<file path="config.mk">
export PLATFORM = sky130hd
export DESIGN_NAME = scheduled_heater_thermostat_top
export DESIGN_NICKNAME = d
export VERILOG_FILES = /design/src/rtl/sht_pkg.sv /design/src/rtl/sht_regulator.sv /design/src/rtl/scheduled_heater_thermostat_top.sv
export SDC_FILE = /design/constraint.sdc
export NUM_CORES = 1
export LEC_CHECK = 0
export ABC_AREA = 1
export BUFFER_PORTS_ARGS = -buffer_cell sky130_fd_sc_hd__buf_2
export CORE_MARGIN = 4
export CORE_UTILIZATION = 40
export CTS_CLUSTER_DIAMETER = 30
export CTS_CLUSTER_SIZE = 8
export DETAILED_ROUTE_END_ITERATION = 12
export GPL_TIMING_DRIVEN = 1
export PLACE_DENSITY_LB_ADDON = 0.15
export SYNTH_ARGS = -nofsm -noshare
export SYNTH_HDL_FRONTEND = slang
export SYNTH_SLANG_ARGS = --single-unit
</file>
<file path="constraint.sdc">
create_clock -name clk -period 7 [get_ports clk]
set_clock_uncertainty 0.1 [all_clocks]
set_input_delay 1.05 -clock clk [delete_from_list [all_inputs] [get_ports clk]]
set_output_delay 1.05 -clock clk [all_outputs]
set_load 0.02 [all_outputs]
</file>
<file path="src/rtl/sht_pkg.sv">
// Shared types and constants for the scheduled heater thermostat.
package sht_pkg;

  localparam int unsigned TEMP_W   = 7;
  localparam int unsigned MINUTE_W = 11;
  localparam int unsigned CFG_W    = 29;
  localparam int unsigned COUNT_W  = 8;

  localparam logic [TEMP_W-1:0] TEMP_SAT       = 7'd99;
  localparam logic [TEMP_W-1:0] TEMP_SAT_LIMIT = 7'd100;
  localparam logic [TEMP_W-1:0] FREEZE_ON      = 7'd3;
  localparam logic [TEMP_W-1:0] FREEZE_OFF     = 7'd8;
  localparam logic [TEMP_W-1:0] HOLD_BAND      = 7'd7;
  localparam logic [TEMP_W-1:0] SETPOINT_RESET = 7'd40;

  localparam logic [3:0] MASK_TWO   = 4'h3;
  localparam logic [3:0] MASK_THREE = 4'h7;
  localparam logic [3:0] MASK_FOUR  = 4'hF;

  typedef enum logic [2:0] {
    CFG_POWER_MODE      = 3'd0,
    CFG_MANUAL_SETPOINT = 3'd1,
    CFG_WINDOW_A        = 3'd2,
    CFG_WINDOW_B        = 3'd3,
    CFG_WINDOW_C        = 3'd4
  } cfg_index_t;

  typedef enum logic [2:0] {
    FAULT_NONE       = 3'd0,
    FAULT_LEAKAGE    = 3'd1,
    FAULT_OVERHEAT   = 3'd2,
    FAULT_WATER      = 3'd3,
    FAULT_ANTIFREEZE = 3'd4
  } fault_t;

  typedef enum logic [1:0] {
    WIN_NONE = 2'd0,
    WIN_A    = 2'd1,
    WIN_B    = 2'd2,
    WIN_C    = 2'd3
  } window_t;

  typedef struct packed {
    logic [2:0]       power_mode;
    logic [TEMP_W-1:0] manual_setpoint;
    logic [CFG_W-1:0]  window_a;
    logic [CFG_W-1:0]  window_b;
    logic [CFG_W-1:0]  window_c;
  } cfg_t;

  typedef struct packed {
    logic [TEMP_W-1:0]   water_temp;
    logic [MINUTE_W-1:0] minute_of_day;
    logic                leakage_fault;
    logic                overheat_fault;
    logic                water_fault;
  } item_t;

  typedef struct packed {
    logic               hold_off;
    logic               pump_state;
    logic               runon_armed;
    logic [COUNT_W-1:0] runon_count;
    logic               antifreeze_latch;
  } state_t;

  typedef struct packed {
    logic [3:0] switch_mask;
    logic       pump_on;
    logic       alarm_on;
    window_t    active_window;
    logic       working;
    fault_t     fault_code;
  } result_t;

endpackage

</file>
<file path="src/rtl/sht_regulator.sv">
// Per-tick thermostat decision: faults, antifreeze, windows, band and run-on.
module sht_regulator #(
  parameter logic [sht_pkg::COUNT_W-1:0] RUNON_TICKS = 8'd200
) (
  input  sht_pkg::item_t   item,
  input  sht_pkg::cfg_t    cfg,
  input  sht_pkg::state_t  state,
  output sht_pkg::state_t  state_next,
  output sht_pkg::result_t result
);

  logic [sht_pkg::TEMP_W-1:0] temp;
  logic [sht_pkg::TEMP_W-1:0] setpoint;
  logic [3:0]                 stage;
  logic                       latch_next;
  logic                       run;
  logic                       in_a, in_b, in_c;
  sht_pkg::fault_t            fault;

  function automatic logic in_window(input logic [sht_pkg::CFG_W-1:0] w,
                                     input logic [sht_pkg::MINUTE_W-1:0] now);
    logic [sht_pkg::MINUTE_W-1:0] st;
    logic [sht_pkg::MINUTE_W-1:0] et;
    st = w[10:0];
    et = w[21:11];
    if (et >= st) begin
      in_window = (now >= st) && (now < et);
    end else begin
      in_window = !((now > et) && (now < st));
    end
  endfunction

  assign temp = (item.water_temp >= sht_pkg::TEMP_SAT_LIMIT) ? sht_pkg::TEMP_SAT
                                                            : item.water_temp;
  assign latch_next = (temp < sht_pkg::FREEZE_ON) ||
                      (state.antifreeze_latch && (temp < sht_pkg::FREEZE_OFF));
  assign in_a = in_window(cfg.window_a, item.minute_of_day);
  assign in_b = in_window(cfg.window_b, item.minute_of_day);
  assign in_c = in_window(cfg.window_c, item.minute_of_day);

  always_comb begin
    case (cfg.power_mode[2:1])
      2'd0:    stage = sht_pkg::MASK_TWO;
      2'd1:    stage = sht_pkg::MASK_THREE;
      default: stage = sht_pkg::MASK_FOUR;
    endcase
  end

  always_comb begin
    if (item.leakage_fault) begin
      fault = sht_pkg::FAULT_LEAKAGE;
    end else if (item.overheat_fault) begin
      fault = sht_pkg::FAULT_OVERHEAT;
    end else if (item.water_fault) begin
      fault = sht_pkg::FAULT_WATER;
    end else if (latch_next) begin
      fault = sht_pkg::FAULT_ANTIFREEZE;
    end else begin
      fault = sht_pkg::FAULT_NONE;
    end
  end

  always_comb begin
    state_next = state;
    state_next.antifreeze_latch = latch_next;
    result = '0;
    result.fault_code = fault;
    result.active_window = sht_pkg::WIN_NONE;
    setpoint = cfg.manual_setpoint;
    run = 1'b1;

    if (fault == sht_pkg::FAULT_ANTIFREEZE) begin
      state_next.pump_state = 1'b1;
      result.switch_mask = stage;
      result.alarm_on = 1'b1;
    end else if (fault != sht_pkg::FAULT_NONE) begin
      state_next.pump_state = 1'b0;
      result.alarm_on = 1'b1;
    end else begin
      // latch just released: drop the pump before regulating
      if (state.antifreeze_latch) begin
        state_next.pump_state = 1'b0;
      end
      if (cfg.power_mode[0]) begin
        if (in_a) begin
          result.active_window = sht_pkg::WIN_A;
          setpoint = cfg.window_a[28:22];
        end else if (in_b) begin
          result.active_window = sht_pkg::WIN_B;
          setpoint = cfg.window_b[28:22];
        end else if (in_c) begin
          result.active_window = sht_pkg::WIN_C;
          setpoint = cfg.window_c[28:22];
        end else begin
          run = 1'b0;
          state_next.pump_state = 1'b0;
        end
      end
      if (run) begin
        result.working = 1'b1;
        if (temp > setpoint) begin
          state_next.runon_armed = 1'b1;
          state_next.hold_off = 1'b1;
        end else if ((setpoint >= sht_pkg::HOLD_BAND) &&
                     (temp >= setpoint - sht_pkg::HOLD_BAND) && state.hold_off) begin
          state_next.pump_state = 1'b0;
        end else begin
          state_next.hold_off = 1'b0;
          state_next.pump_state = 1'b1;
          result.switch_mask = stage;
        end
      end
      if (state_next.runon_armed) begin
        state_next.runon_count = state.runon_count + sht_pkg::COUNT_W'(1);
        if (state_next.runon_count == RUNON_TICKS) begin
          state_next.pump_state = 1'b0;
          state_next.runon_count = '0;
          state_next.runon_armed = 1'b0;
        end
      end
    end
    result.pump_on = state_next.pump_state;
  end

endmodule

</file>
<file path="src/rtl/scheduled_heater_thermostat_top.sv">
// Top level of the scheduled heater thermostat: handshakes, registers and state.
// One control tick is taken per clock cycle while item_stall is low; a request passes
// an input register, combinational compare logic (fault priority, three window checks,
// setpoint band, run-on counter) and a result register, which loads once the held
// result is taken or none is held.
// item_stall rises only when both registers hold requests and result_stall is high.
// Configuration writes are always ready and should only be made while the block is idle.
module scheduled_heater_thermostat_top #(
  parameter int unsigned RUNON_TICKS = 200
) (
  input  logic        clk,
  input  logic        rst,
  input  logic        cfg_valid,
  output logic        cfg_ready,
  input  logic [2:0]  cfg_index,
  input  logic [28:0] cfg_data,
  input  logic        item_valid,
  output logic        item_stall,
  input  logic [6:0]  water_temp,
  input  logic [10:0] minute_of_day,
  input  logic        leakage_fault,
  input  logic        overheat_fault,
  input  logic        water_fault,
  output logic        result_valid,
  input  logic        result_stall,
  output logic [3:0]  switch_mask,
  output logic        pump_on,
  output logic        alarm_on,
  output logic [1:0]  active_window,
  output logic        working,
  output logic [2:0]  fault_code
);

  sht_pkg::cfg_t    cfg;
  sht_pkg::item_t   item;
  sht_pkg::state_t  state;
  sht_pkg::state_t  state_next;
  sht_pkg::result_t result_next;
  sht_pkg::result_t result;
  logic             item_held;
  logic             advance;
  logic             fire;

  assign cfg_ready  = 1'b1;
  assign advance    = !result_valid || !result_stall;
  assign fire       = item_held && advance;
  assign item_stall = item_held && !advance;

  always_ff @(posedge clk) begin
    if (rst) begin
      cfg.power_mode      <= '0;
      cfg.manual_setpoint <= sht_pkg::SETPOINT_RESET;
      cfg.window_a        <= '0;
      cfg.window_b        <= '0;
      cfg.window_c        <= '0;
    end else if (cfg_valid && cfg_ready) begin
      case (cfg_index)
        sht_pkg::CFG_POWER_MODE:      cfg.power_mode <= cfg_data[2:0];
        sht_pkg::CFG_MANUAL_SETPOINT: cfg.manual_setpoint <= cfg_data[6:0];
        sht_pkg::CFG_WINDOW_A:        cfg.window_a <= cfg_data;
        sht_pkg::CFG_WINDOW_B:        cfg.window_b <= cfg_data;
        sht_pkg::CFG_WINDOW_C:        cfg.window_c <= cfg_data;
        default: ;
      endcase
    end
  end

  always_ff @(posedge clk) begin
    if (rst) begin
      item_held <= 1'b0;
    end else if (!item_stall) begin
      item_held <= item_valid;
    end
    if (item_valid && !item_stall) begin
      item.water_temp     <= water_temp;
      item.minute_of_day  <= minute_of_day;
      item.leakage_fault  <= leakage_fault;
      item.overheat_fault <= overheat_fault;
      item.water_fault    <= water_fault;
    end
  end

  sht_regulator #(
    .RUNON_TICKS(RUNON_TICKS[sht_pkg::COUNT_W-1:0])
  ) u_regulator (
    .item       (item),
    .cfg        (cfg),
    .state      (state),
    .state_next (state_next),
    .result     (result_next)
  );

  always_ff @(posedge clk) begin
    if (rst) begin
      state        <= '0;
      result_valid <= 1'b0;
    end else begin
      if (fire) begin
        state <= state_next;
      end
      if (advance) begin
        result_valid <= item_held;
      end
    end
    if (fire) begin
      result <= result_next;
    end
  end

  assign switch_mask   = result.switch_mask;
  assign pump_on       = result.pump_on;
  assign alarm_on      = result.alarm_on;
  assign active_window = result.active_window;
  assign working       = result.working;
  assign fault_code    = result.fault_code;

`ifndef NO_ASSERTIONS
  a_runon_below_limit: assert property (@(posedge clk) disable iff (rst)
    state.runon_count < RUNON_TICKS[sht_pkg::COUNT_W-1:0])
    else $error("run-on count reached its limit without clearing");

  a_runon_idle_zero: assert property (@(posedge clk) disable iff (rst)
    !state.runon_armed |-> state.runon_count == '0)
    else $error("run-on count non-zero while disarmed");

  a_fault_all_off: assert property (@(posedge clk) disable iff (rst)
    result_valid && (fault_code == sht_pkg::FAULT_LEAKAGE ||
                     fault_code == sht_pkg::FAULT_OVERHEAT ||
                     fault_code == sht_pkg::FAULT_WATER)
    |-> switch_mask == 4'h0 && !pump_on && alarm_on && !working)
    else $error("outputs active during an external fault");

  a_working_no_fault: assert property (@(posedge clk) disable iff (rst)
    result_valid && working |-> fault_code == sht_pkg::FAULT_NONE && !alarm_on)
    else $error("regulator working during a fault");
`endif

endmodule
</file>
# --- Word level (Yosys, flattened, before mapping) ---
# Cells that the tools add are included.
classes:
  bitwise: 3
  n_eq_ne: 8
  order_cmp: 21
  n_reduce_logical: 36
  add_sub_neg: 2
  n_mux: 48
op_table:
  columns: ["operator", "count"]
  rows:
  - ["$ge A11 B11 Y1", 6]
  - ["$lt A11 B11 Y1", 6]
  - ["$mux W7", 7]
  - ["$gt A11 B11 Y1", 3]
  - ["$mux W1", 24]
  - ["$mux W3", 7]
  - ["$mux W10", 2]
  - ["$mux W4", 5]
  - ["$logic_and A1 B1 Y1", 12]
  - ["$reduce_and A2 Y1", 5]
  - ["$add A8 B1 Y8 const B", 1]
  - ["$eq A8 B8 Y1 const B", 1]
  - ["$pmux W4 S2", 1]
  - ["$ge A7 B3 Y1 const B", 1]
  - ["$ge A7 B7 Y1", 1]
  - ["$ge A7 B7 Y1 const B", 1]
  - ["$gt A7 B7 Y1", 1]
  - ["$logic_not A1 Y1", 7]
  - ["$lt A7 B2 Y1 const B", 1]
  - ["$lt A7 B4 Y1 const B", 1]
  - ["$sub A7 B3 Y7 const B", 1]
  - ["$eq A3 B2 Y1 const B", 2]
  - ["$eq A3 B3 Y1 const B", 2]
  - ["$reduce_bool A3 Y1", 2]
  - ["other kinds (14)", 18]
word_totals:
  in_bits: 58
  output_inout_bits: 15
  word_cells: 142
  reg_bits: 144

# --- Depth between registers and ports, before layout ---
depth:
  depth_word: 25
  ltp_mapped: 36
  ltp_nobuf: 36

# --- Cells and area by module ---
# A second synthesis with hierarchy kept.
hier_totals:
  cells_unflattened: 1325
  area_unflattened_um2: 9471.6
modules_own_cells:
  columns: ["mod", "seq_area_each_um2", "cells_per_inst", "area_each_um2", "instances"]
  rows:
  - ["scheduled_heater_thermostat_top", 3213.1, 672, 5431.5, 1]
  - ["sht_regulator", 0.0, 653, 4040.1, 1]

# --- Least setup slack after synthesis ---
# OpenSTA, ideal clock, no wires.
synth_path:
  kind: "register to register"
  startpoint: "register, netlist name item[13]"
  endpoint: "register result, in the netlist switch_mask[2], data pin"
  path_stages_with_launch: 31
  setup_ns: 0.129
  t_arrival_ns: 3.927
  required_ns: 6.771
  path_slack_ns: 2.844
  period_less_slack_ns: 4.156
  path_buffers: 0
  path_cell_list: "edfxtp_1 -> ha_1 -> a21o_1 -> nor2_2 -> nand2_1 -> nor2_1 -> nand3_1 -> nand2_2 -> nand2_4 -> nor2_1 -> nand2_1 -> nand3_1 -> nand2_1 -> o21ai_4 -> inv_1 -> ha_1 -> inv_1 -> ha_1 -> inv_1 -> nor2_1 -> o21a_1 -> o31a_1 -> o21a_1 -> o21a_1 -> o21a_1 -> o21ai_0 -> inv_1 -> nand2_1 -> nand2_2 -> nand2_2 -> o21a_1"
synth_lines:
  columns: ["element", "line_no", "source"]
  rows:
  - ["to (signal assigned)", "scheduled_heater_thermostat_top.sv:106", "result <= result_next;"]
  - ["to (decl)", "scheduled_heater_thermostat_top.sv:39", "sht_pkg::result_t result;"]

==> results.toml <==
[synth]
ys_warn_count = 0
syn_area_mm2 = 0.00865
netlist_top_cells_area = "dfxtp_1 26%, ha_1 17%, edfxtp_1 11%"
ys_seq_area_share_pct = 36.8
synth_edf_count = 32
syn_nets = 1310
netlist_instances = 1137
synth_top_area_share_pct = 25.7
ys.flop_type = "dfxtp_1"
yosysTopAreaCell = "dfxtp_1"
synth.avg_cell_area_um2 = 7.61
ys_async_sr_fraction_pct = 0
ys_types = 43
synth-seq-cells = 143

[clock_network]
clock-sinks = 143
cts_setup_buffers = 0
hold_buffers = 0
ctsHtreeMaxLevel = 4
cts_root_buffer = "clkbuf_16"
cts_made_buffers = 17
insertion_delay_ns = 0.44
cts_resized = 0
path_clk_slew_ns = 0.07
tritoncts = "yes"
clockBufferDepth = 2

[timing]
finalHoldViolations = 0
hold-worst-slack_ns = 0.367
post-route-period-util_pct = 66.6
period_needed_ns = 4.66
relSlewSlack_pct = 31.6
fmax_mhz = 215
tightest_slew_ns = 1.03
grt_setup_unrepaired = "no"
setup_violations = 0
setup_tns_ns = 0
drv_slew = 0

[worst_setup_path]
start_kind = "flop"
critical_path_class = "reg2reg"
critPathMaxFanout = 9
crit_path_frequent_cell = "o21a_1"
critPathCaptureType = "flop"
cpPeakStageDelay_ns = 0.52
worstPathRequired_ns = 7.20
crit_slowest_cell = "edfxtp_1"
critPathArrivalTime_ns = 4.87

[drt]
num_vias = 7288
finalWirelength_mm = 22.0
vias_per_cell = 4.91
remaining_drc_errors = 0
final_antenna_net_count = 0
drt_iter0_drc = 349
dr.pass1.iters = 5
routedWlPerCell_um = 14.8

[job]
maxCapViolCount = 0

[floorplan]
io_pins = 73
dieHeight_um = 155
core_area_mm2 = 0.0212
rows = 53
die_w_um = 155
die-area_mm2 = 0.0240
initial_core_util_pct = 40.9

[power]
peakVddDrop_mv = 0.124
leakage_nw = 4.44
total_power_mw = 2.21
power_density_mw_per_mm2 = 226

[placed_design]
place.gp.congestion = 0.822
place_hpwl_mm = 16.8
port_buffers = 71

[global_routing]
first_global_vias = 6964
grt_max_degree = 80
grt_pass1_wl_mm = 35.8
track_usage_pct = 18.7
grt-ovfl-total = 0
antenna_found_initial = 0

[layout]
fin_nets = 1368
regArea_mm2 = 0.00318
final_core_util_pct = 46.3
syn_to_final_growth_pct = 13.2
drive_gt1_share_pct = 11.8
multiInputGateArea_mm2 = 0.00462
fillers = 2150
antenna_cells = 0

[status]
status = "complete, no violations"

[min_path]
hp-class = "reg2reg"
path summary, 6_finish.rpt:
check	start	to	slack (ns)	depth (start not counted)
worst min register to register	cfg[55]$_SDFFE_PP0P_	cfg[55]$_SDFFE_PP0P_	0.37	2
worst max register to register	item[13]$_DFFE_PP_	switch_mask[2]$_DFFE_PP_	2.34	30
worst min-delay path	cfg[55]$_SDFFE_PP0P_	cfg[55]$_SDFFE_PP0P_	0.37	2
worst max-delay path	item[13]$_DFFE_PP_	switch_mask[2]$_DFFE_PP_	2.34	30
worst max-delay path: cells and delay by family (launching register included):
kind,cells,cell delay (ns)
buffers and inverters,4,0.25
AND/OR/NAND/NOR,14,1.37
AO/OA/AOI/OAI,9,1.40
adder cells (fa/ha/maj),3,0.90
flip-flops,1,0.52
cells in the mapped netlist, types with 2 or more instances:
cell type,count
buf_4,3
edfxtp_1,32
inv_1,180
ha_1,115
o21ai_0,107
or2_1,2
a21oi_2,7
nand3_2,2
nand3_1,41
a21o_1,6
nand4_1,10
dfxtp_1,111
o21a_1,5
and2_1,2
nor2_1,104
nand2_2,7
nor2_2,12
a21oi_1,135
a211oi_1,2
nand3b_1,4
clkbuf_1,31
nand2_4,2
nor3_1,8
xnor2_1,3
o21bai_1,2
nand2_1,181
xor2_1,7
layout make-up:
type / count / area share [%]
well taps: 275 / 3.51
clock buffers: 17 / 4.34
repair buffers: 75 / 3.94
multi-input cells: 777 / 47.1
clock inverters: 15 / 1.62
inverters: 181 / 6.94
flip-flops and latches: 143 / 32.5
flip-flops by register name (all words and copies together) (netlist names):
name and cells:
active_window 2, working 1, alarm_on 1, item 21, item_held 1, switch_mask 3
result_valid 1, state 12, fault_code 3, pump_on 1, cfg 97
layout by cell type, fill, tap and decap left out, types with 7 or more instances in the layout:
master     Yosys  routed
o21ai_0      107     107
nand2_1      181     181
ha_1         115     115
nor2_1       104     104
a21oi_1      135     135
dfxtp_1      111     111
nand3_1       41      39
xor2_1         7       7
nand2_2        7       7
edfxtp_1      32      32
nor3_1         8       8
nor2_2        12      12
buf_2          0      71
clkbuf_16      0      17
a21oi_2        7       7
nand4_1       10      10
inv_1        180     179
layer usage:
layer / vias up / part of all wire (%) / global-route usage [%] / routed length (um)
met4: 0 / 1.8 / 5.51 / 401
met5: - / 0 / 0 / 0
met2: 112 / 43 / 28.2 / 9450
met1: 3295 / 51 / 27.0 / 11200
li1: 3857 / - / - / -
met3: 24 / 4.1 / 4.03 / 897
stage by stage:
step / worst slack, ns / cells / area, um^2
final: 2.34 / 1483 / 9790
after detailed placement: 2.39 / 1451 / 9210
after floorplan: 2.84 / 1137 / 8650
after global placement: 2.45 / 1451 / 9210
after CTS: 2.35 / 1483 / 9790
after global routing: 1.83 / 1483 / 9790
power by group:
group | total (mW) | switching, mW | leakage [nW] | internal, mW
registers | 0.900 | 0.0225 | 1.21 | 0.878
clock network | 0.901 | 0.422 | 0.283 | 0.479
logic | 0.410 | 0.263 | 2.95 | 0.147
kinds of logic after synthesis:
logic type	count (synthesis)	synth area share [%]
xor+xnor	10	1.01
other cells	1	0.0433
simple gates	380	18.8
compound gates	271	16.7
fa+ha+maj	115	16.6
buf+inv	217	9.97
flops	143	36.8
No activity file was read; power rests on OpenSTA's default activity.
